$ cat src/rtl/core/npva_pkg.sv
// Package with shared types and constants of the note priority voice allocator.
package npva_pkg;

  localparam int MaxHeld = 256;
  localparam int MaxVoices = 16;
  localparam int HeldAw = $clog2(MaxHeld);
  localparam int CntW = $clog2(MaxHeld + 1);
  localparam int VoiceW = $clog2(MaxVoices);
  localparam int VcntW = $clog2(MaxVoices + 1);

  localparam logic [2:0] ModeLow = 3'd0;
  localparam logic [2:0] ModeHigh = 3'd1;
  localparam logic [2:0] ModeFirst = 3'd2;
  localparam logic [2:0] ModeLast = 3'd3;

  localparam logic RegMode = 1'b0;
  localparam logic RegVoices = 1'b1;

  typedef struct packed {
    logic [6:0] key;
    logic       pressed;
  } npva_in_t;

  typedef struct packed {
    logic [3:0] voice;
    logic [6:0] voice_key;
    logic       gate;
    logic       dropped;
    logic       last;
  } npva_out_t;

  typedef struct packed {
    logic [HeldAw-1:0] addr;
    logic [6:0]        key;
    logic [VoiceW-1:0] voice;
    logic              has;
  } npva_wr_t;

  typedef enum logic [3:0] {
    S_IDLE,
    S_SEARCH,
    S_SEARCH_WAIT,
    S_SHIFT_RD,
    S_SHIFT_WR,
    S_PLACE,
    S_STEAL_RD,
    S_STEAL_WR,
    S_STEAL_CLR,
    S_HAND_RD,
    S_HAND_WR,
    S_SCAN_RD,
    S_SCAN_WR,
    S_FREE,
    S_REPORT
  } npva_state_t;

endpackage

$ cat src/rtl/core/note_priority_voice_allocator_core.sv
// Top level of the note priority voice allocator.
//
// A key event is given on start with the request on req (key, pressed) and
// is taken when start is high and busy is low. The block then works on the
// event alone with busy high: a sequencer walks the held list memory one
// entry per step through a single key compare unit, to find the place of
// the key, to shift entries up or down, and to collect voice assignments.
// Each event is done in passes over the list: one to find the place and move
// the list, one to collect voices, each with a read step and a second step
// per entry; the single read port of the list memory sets this pace. The
// next request is taken in the cycle of the last result.
// After each event, one result per voice 0..voice_count-1 is shown on rsp,
// one per cycle, with rsp_valid high for that cycle; last marks the final
// one. The receiver cannot stall and must take each result as it comes.
// Configuration writes use cfg_valid/cfg_ready with cfg_index/cfg_data and
// are taken while idle. Writing voice_count empties the list and refills the
// free voice stack. Reset gives last note priority, one voice, an empty
// list, all gates off, all voice keys zero. There is no clearing pass.
module note_priority_voice_allocator_core
  import npva_pkg::*;
(
  input  logic       clk,
  input  logic       rst,
  input  logic       start,
  output logic       busy,
  input  npva_in_t   req,
  output logic       rsp_valid,
  output npva_out_t  rsp,
  input  logic       cfg_valid,
  output logic       cfg_ready,
  input  logic       cfg_index,
  input  logic [4:0] cfg_data
);

  npva_state_t state, state_next;
  logic [2:0]        mode;
  logic [VcntW-1:0]  nv;
  logic [CntW-1:0]   held_count;
  logic [VcntW-1:0]  playing;
  logic [VoiceW-1:0] free_stack [MaxVoices];
  logic [6:0]        voice_keys [MaxVoices];
  logic              voice_gates [MaxVoices];
  logic [6:0]        key;
  logic              pressed;
  logic              dropped;
  logic [CntW-1:0]   idx;
  logic [CntW-1:0]   pos;
  logic [CntW-1:0]   n_old;
  logic              had;
  logic [VoiceW-1:0] fv;
  logic [VoiceW-1:0] new_voice;
  logic              new_has;
  logic              we;
  npva_wr_t          wr;
  logic [HeldAw-1:0] raddr;
  logic [6:0]        rkey;
  logic [VoiceW-1:0] rvoice;
  logic              rhas;
  logic [6:0]        hold_key;
  logic [VoiceW-1:0] hold_voice;
  logic              hold_has;
  logic              cmp_go;
  logic [VoiceW-1:0] rep;

  npva_list_ram u_ram (
    .clk    (clk),
    .we     (we),
    .wr     (wr),
    .raddr  (raddr),
    .rkey   (rkey),
    .rvoice (rvoice),
    .rhas   (rhas)
  );

  assign busy = (state != S_IDLE);
  assign cfg_ready = (state == S_IDLE) && !start;

  // Shared compare unit: true while the search must move past this entry.
  always_comb begin
    if (pressed) begin
      case (mode)
        ModeLow:  cmp_go = key > rkey;
        ModeHigh: cmp_go = key < rkey;
        default:  cmp_go = 1'b0;
      endcase
    end else begin
      cmp_go = key != rkey;
    end
  end

  always_comb begin
    state_next = state;
    case (state)
      S_IDLE: if (start) state_next = S_SEARCH;
      S_SEARCH: begin
        if (pressed && held_count == CntW'(MaxHeld)) state_next = S_SCAN_RD;
        else if (pressed && (mode == ModeFirst || mode > ModeHigh || idx >= held_count))
          state_next = S_SHIFT_RD;
        else if (idx >= held_count) state_next = S_REPORT;
        else state_next = S_SEARCH_WAIT;
      end
      S_SEARCH_WAIT: begin
        if (cmp_go) state_next = S_SEARCH;
        else state_next = S_SHIFT_RD;
      end
      S_SHIFT_RD: begin
        if (pressed) state_next = (idx > pos) ? S_SHIFT_WR : S_PLACE;
        else state_next = (idx + 1'b1 < held_count) ? S_SHIFT_WR : S_PLACE;
      end
      S_SHIFT_WR: state_next = S_SHIFT_RD;
      S_PLACE: begin
        if (pressed) begin
          if (pos < CntW'(nv) && playing >= nv && CntW'(nv) <= n_old) state_next = S_STEAL_RD;
          else state_next = S_SCAN_RD;
        end else if (had && held_count >= CntW'(nv) && mode != ModeLast) begin
          state_next = S_HAND_RD;
        end else begin
          state_next = S_SCAN_RD;
        end
      end
      S_STEAL_RD: state_next = S_STEAL_WR;
      S_STEAL_WR: state_next = S_STEAL_CLR;
      S_STEAL_CLR: state_next = S_SCAN_RD;
      S_HAND_RD: state_next = S_HAND_WR;
      S_HAND_WR: state_next = S_SCAN_RD;
      S_SCAN_RD: state_next = (idx < held_count) ? S_SCAN_WR : S_FREE;
      S_SCAN_WR: state_next = S_SCAN_RD;
      S_FREE: state_next = S_REPORT;
      S_REPORT: if (VcntW'(rep) + 1'b1 == nv) state_next = S_IDLE;
      default: state_next = S_IDLE;
    endcase
  end

  always_comb begin
    raddr = idx[HeldAw-1:0];
    we = 1'b0;
    wr = '0;
    case (state)
      S_SHIFT_RD: if (!pressed) raddr = HeldAw'(idx + 1'b1);
                  else raddr = HeldAw'(idx - 1'b1);
      S_SHIFT_WR: begin
        we = 1'b1;
        wr.addr = idx[HeldAw-1:0];
        wr.key = rkey;
        wr.voice = rvoice;
        wr.has = rhas;
      end
      S_PLACE: begin
        we = pressed;
        wr.addr = pos[HeldAw-1:0];
        wr.key = key;
        wr.voice = new_voice;
        wr.has = new_has;
      end
      S_STEAL_RD: raddr = HeldAw'(nv);
      S_STEAL_WR: begin
        we = rhas;
        wr.addr = pos[HeldAw-1:0];
        wr.key = key;
        wr.voice = rvoice;
        wr.has = 1'b1;
      end
      S_STEAL_CLR: begin
        we = hold_has;
        wr.addr = HeldAw'(nv);
        wr.key = hold_key;
        wr.voice = hold_voice;
        wr.has = 1'b0;
      end
      S_HAND_RD: raddr = HeldAw'(nv - 1'b1);
      S_HAND_WR: begin
        we = !rhas;
        wr.addr = HeldAw'(nv - 1'b1);
        wr.key = rkey;
        wr.voice = fv;
        wr.has = 1'b1;
      end
      default: ;
    endcase
  end

  always_comb begin
    new_has = 1'b0;
    new_voice = '0;
    if (pos < CntW'(nv) && playing < nv) begin
      new_has = 1'b1;
      new_voice = free_stack[VoiceW'(nv - playing - 1'b1)];
    end
  end

  always_ff @(posedge clk) begin
    if (rst) begin
      state <= S_IDLE;
      mode <= ModeLast;
      nv <= VcntW'(1);
      held_count <= '0;
      playing <= '0;
      rsp_valid <= 1'b0;
      for (int i = 0; i < MaxVoices; i++) begin
        free_stack[i] <= VoiceW'(i);
        voice_keys[i] <= '0;
        voice_gates[i] <= 1'b0;
      end
    end else begin
      state <= state_next;
      rsp_valid <= 1'b0;
      if (cfg_valid && cfg_ready) begin
        if (cfg_index == RegMode) begin
          mode <= cfg_data[2:0];
        end else begin
          if (cfg_data == 5'd0) nv <= VcntW'(1);
          else if (cfg_data > 5'(MaxVoices)) nv <= VcntW'(MaxVoices);
          else nv <= cfg_data[VcntW-1:0];
          held_count <= '0;
          playing <= '0;
          for (int i = 0; i < MaxVoices; i++) begin
            free_stack[i] <= VoiceW'(i);
            voice_gates[i] <= 1'b0;
          end
        end
      end
      case (state)
        S_IDLE: begin
          key <= req.key;
          pressed <= req.pressed;
          idx <= '0;
          dropped <= 1'b0;
          rep <= '0;
        end
        S_SEARCH: begin
          n_old <= held_count;
          if (pressed && held_count == CntW'(MaxHeld)) begin
            dropped <= 1'b1;
            idx <= '0;
          end else if (pressed && (mode == ModeFirst || mode > ModeHigh
                                   || idx >= held_count)) begin
            pos <= (mode == ModeFirst || idx >= held_count) ? held_count
                 : (mode > ModeHigh ? '0 : idx);
            idx <= held_count;
          end else if (idx >= held_count) begin
            rep <= '0;
          end
        end
        S_SEARCH_WAIT: begin
          if (cmp_go) begin
            idx <= idx + 1'b1;
          end else begin
            pos <= idx;
            had <= rhas;
            fv <= rvoice;
            if (pressed) idx <= held_count;
          end
        end
        S_SHIFT_RD: begin
          if (pressed) begin
            if (idx <= pos) held_count <= held_count + 1'b1;
          end else if (idx + 1'b1 >= held_count) begin
            held_count <= held_count - 1'b1;
          end
        end
        S_SHIFT_WR: idx <= pressed ? idx - 1'b1 : idx + 1'b1;
        S_PLACE: begin
          idx <= '0;
          if (pressed && new_has) playing <= playing + 1'b1;
          if (!pressed && had && !(held_count >= CntW'(nv) && mode != ModeLast)
              && playing != '0) begin
            free_stack[VoiceW'(nv - playing)] <= fv;
            playing <= playing - 1'b1;
          end
        end
        S_STEAL_WR: begin
          hold_key <= rkey;
          hold_voice <= rvoice;
          hold_has <= rhas;
        end
        S_HAND_WR: begin
          if (rhas && playing != '0) begin
            free_stack[VoiceW'(nv - playing)] <= fv;
            playing <= playing - 1'b1;
          end
        end
        S_SCAN_WR: begin
          if (rhas) begin
            voice_keys[rvoice] <= rkey;
            voice_gates[rvoice] <= 1'b1;
          end
          idx <= idx + 1'b1;
        end
        S_FREE: begin
          for (int i = 0; i < MaxVoices; i++) begin
            if (VcntW'(i) + playing < nv) voice_gates[free_stack[i]] <= 1'b0;
          end
          rep <= '0;
        end
        S_REPORT: begin
          rsp_valid <= 1'b1;
          rsp.voice <= 4'(rep);
          rsp.voice_key <= voice_keys[rep];
          rsp.gate <= voice_gates[rep];
          rsp.dropped <= dropped;
          rsp.last <= (VcntW'(rep) + 1'b1 == nv);
          rep <= rep + 1'b1;
        end
        default: ;
      endcase
    end
  end

`ifndef ASSERT_OFF
  a_count: assert property (@(posedge clk) disable iff (rst)
    held_count <= CntW'(MaxHeld)) else $error("held count overflow");
  a_play: assert property (@(posedge clk) disable iff (rst)
    playing <= nv) else $error("playing count above voice count");
  a_rsp_busy: assert property (@(posedge clk) disable iff (rst)
    rsp_valid |-> $past(busy)) else $error("result outside an event");
  a_cfg_idle: assert property (@(posedge clk) disable iff (rst)
    (cfg_valid && cfg_ready) |-> !busy) else $error("config during event");
`endif

endmodule

$ cat src/rtl/core/npva_list_ram.sv
// Held list memory with one write port and one registered read port.
module npva_list_ram
  import npva_pkg::*;
(
  input  logic              clk,
  input  logic              we,
  input  npva_wr_t          wr,
  input  logic [HeldAw-1:0] raddr,
  output logic [6:0]        rkey,
  output logic [VoiceW-1:0] rvoice,
  output logic              rhas
);

  logic [6:0]        mem_key [MaxHeld];
  logic [VoiceW-1:0] mem_voice [MaxHeld];
  logic              mem_has [MaxHeld];

  always_ff @(posedge clk) begin
    if (we) begin
      mem_key[wr.addr] <= wr.key;
      mem_voice[wr.addr] <= wr.voice;
      mem_has[wr.addr] <= wr.has;
    end
    rkey <= mem_key[raddr];
    rvoice <= mem_voice[raddr];
    rhas <= mem_has[raddr];
  end

endmodule

$ cat config.mk
export PLATFORM = sky130hd
export DESIGN_NAME = note_priority_voice_allocator_core
export DESIGN_NICKNAME = d
export VERILOG_FILES = /design/src/rtl/core/npva_pkg.sv /design/src/rtl/core/note_priority_voice_allocator_core.sv /design/src/rtl/core/npva_list_ram.sv
export SDC_FILE = /design/constraint.sdc
export NUM_CORES = 2
export LEC_CHECK = 0
export BUFFER_PORTS_ARGS = -buffer_cell sky130_fd_sc_hd__buf_2
export CORE_MARGIN = 3
export CORE_UTILIZATION = 55
export CTS_CLUSTER_SIZE = 24
export DETAILED_ROUTE_END_ITERATION = 7
export PLACE_DENSITY = 0.69
export SETUP_SLACK_MARGIN = 0.5
export SLEW_MARGIN = 20
export SYNTH_ARGS = -nofsm -noshare
export SYNTH_HDL_FRONTEND = slang
export SYNTH_SLANG_ARGS = --single-unit
$ cat constraint.sdc
create_clock -name clk -period 12.5 [get_ports clk]
set_input_delay 1.875 -clock clk [delete_from_list [all_inputs] [get_ports clk]]
set_output_delay 1.875 -clock clk [all_outputs]
set_load 0.03 [all_outputs]
==> out/results.ini <==
[floorplanning]
dieArea_sq_mm = 0.262
start_util = 0.553
fp-row-count = 185
die_x_um = 512
die_h_um = 512
io_pins = 35
coreArea_sq_mm = 0.254

[placed_design]
placed_area_sq_mm = 0.145
place_inst = 14087
port-buffer-count = 34
place_hpwl_um = 265000
gp_congestion = 0.971

[yosys]
avgSynthCellArea_sq_um = 12.7
synth_area_leaders = edfxtp_1 (71%), nand2_1 (6.7%), nand3_1 (3.4%)
synth-edff-count = 3319
synth_area_sq_mm = 0.141
ys_top_cells_by_count = edfxtp_1 (3,319), nand2_1 (2,525), nand3_1 (942)
synthFlopType = edfxtp_1
synth_most_common_cell = edfxtp_1
syn_inst = 11076
yosysUniqueCellTypes = 95
synth-seq-cells = 3374
ys_seq_area_frac = 0.716
ys_warn_count = 0
synth_fp_nets = 11215
synthArstFlopShare = 0
yosysTopAreaCell = edfxtp_1
synth_top_area_frac = 0.708

[cells_and_area]
seq_area_sq_mm = 0.101
syn2layout_area_growth_pct = 11.4
multi_input_area_sq_mm = 0.0372
final_design_area_no_fill_sq_mm = 0.157
fillCellCount = 18881
postLayoutCoreUtil = 0.616
final_net_count = 11223
drive_above_1_share = 0.102
stdcell_count = 14725

[cts]
post_cts_resized = 0
clockRootBuffer = clkbuf_16
cts_buffers = 358
cts_max_level = 5
cts_sinks = 3374
post-cts-setup-buffers = 0
cts_tree = yes
clock_path_buffers = 4
clk_latency_ns = 0.99
ctsHoldBuffers = 0
cts.reportedPaths.clkPinSlew_ns = 0.06

[global_routing]
grt_pass1_wl_um = 631000
antenna_found_initial = 29
grt_max_degree = 196
grt_overflow = 0
grt.total_usage = 0.326
grt_pass1_vias = 90801

[worst_setup_path]
r2r_slack_ns = 5.42
start_kind = flip-flop
crit_path_end_kind = flip-flop
setup.worst_path.class = flip-flop to flip-flop
worstPathArrival_ns = 7.98
required_ns = 13.41
path_max_fanout = 151

[power_and_ir_drop]
p_total_mw = 33.3
p_leak_nw = 53.2
peakVddDrop_mv = 0.309
p_per_area_mw_per_mm2 = 212

[drt]
via_count = 96780
detail_route.wl_per_cell_um = 29.8
antenna_left = 0
drt_pass1_iterations = 8
viasPerCell = 6.57
drc = 2
drtIter0Drc = 14648
wirelength_um = 439000

[sta]
slew_violations = 0
slew_headroom = 0.0997
grt_setup_unrepaired = no
worstMarginPinSlew_ns = 1.34
clock_skew_ns = 0.104
fin_crit_sh = 0.566
period_needed_ns = 7.08
finalSetupViolCount = 0
max_clock_freq_mhz = 141
hold_violations = 0
finalSetupTns_ns = 0

[worst_hold_path]
min_path_type = flip-flop to flip-flop

[status]
violations = design-rule violations
status = finished with violations

[job]
drv_cap = 0

sequential cells by signal, summed over array words and instances, names as in the netlist, 9 cells and up:
signal	flops
pos	9
u_ram.mem_has	256
u_ram.mem_voice	1024
voice_gates	16
free_stack	64
rsp	14
idx	9
held_count	9
n_old	9
u_ram.mem_key	1792
voice_keys	112
kinds of logic after synthesis:
kind of cell | count (synthesis) | share of synthesized area
multiplexers | 191 | 0.0168
AND/OR/NAND/NOR | 4689 | 0.145
adder cells (fa/ha/maj) | 121 | 0.0108
AO/OA/AOI/OAI | 1796 | 0.0821
flip-flops | 3374 | 0.716
XOR/XNOR | 55 | 0.00342
buffers and inverters | 850 | 0.0254
area by class of cell:
class                   instances  area share
flip-flops and latches       3374       0.643
repair buffers                396      0.0199
clock buffers                 434      0.0596
diodes                          8    0.000128
clock inverters               193      0.0106
multi-input cells            6852       0.237
inverters                     102     0.00278
well taps                    3366      0.0269
final timing paths:
kind,from,to,cells past startpoint
setup / recovery,state[0]$_SDFFE_PP0P_,u_ram.rkey[6]$_DFF_P_,14
hold / removal,dropped$_DFFE_PP_,rsp[1]$_DFFE_PP_,0
setup reg to reg,state[0]$_SDFFE_PP0P_,u_ram.rkey[6]$_DFF_P_,14
hold reg to reg,dropped$_DFFE_PP_,rsp[1]$_DFFE_PP_,0
power by group:
group / internal [mW] / switching, mW / total (mW) / leakage, nW
clock network: 5.81 / 4.29 / 10.1 / 5.39
logic: 2.50 / 7.57 / 10.1 / 16.5
registers: 12.9 / 0.223 / 13.1 / 31.3
metal layers:
metal  track usage  share of wire  up-vias
met2         0.474           0.44     6499
met5             0        0.00023        -
met3         0.101           0.14      969
li1              -              -    41398
met4         0.137          0.046       16
met1         0.459           0.38    47898
through the flow:
stage / hold slack [ns] / setup WS [ns]
global route: 0.446 / 5.23
CTS: 0.444 / 5.66
finish: 0.445 / 5.42
floorplan: 0.400 / 2.25
global placement: 0.403 / 5.03
detailed placement: 0.426 / 5.75
placed cells by master (no fill, tap or decap), types with 102 or more instances in the layout:
master	n
a21oi_1	794
a221oi_1	145
a22oi_1	216
buf_4	340
clkbuf_16	360
edfxtp_1	3319
ha_1	120
mux2i_1	144
nand2_1	2517
nand3_1	920
nand4_1	103
nor2_1	366
nor2_2	102
nor3_1	305
o22ai_1	167
critical path: stages (launching register included):
cell and delay (ns):
dfxtp_1 0.94, nand4bb_1 0.69, or3_1 0.55, nand4_1 0.12, buf_4 0.41, buf_4 0.67
buf_12 0.60, buf_4 0.54, a21oi_1 0.09, a221oi_1 0.33, nor3_1 0.08, nor3_1 0.83
a21oi_1 0.42, nand3_1 0.21, a31o_1 0.15
Power figures use the tool's default switching activity.
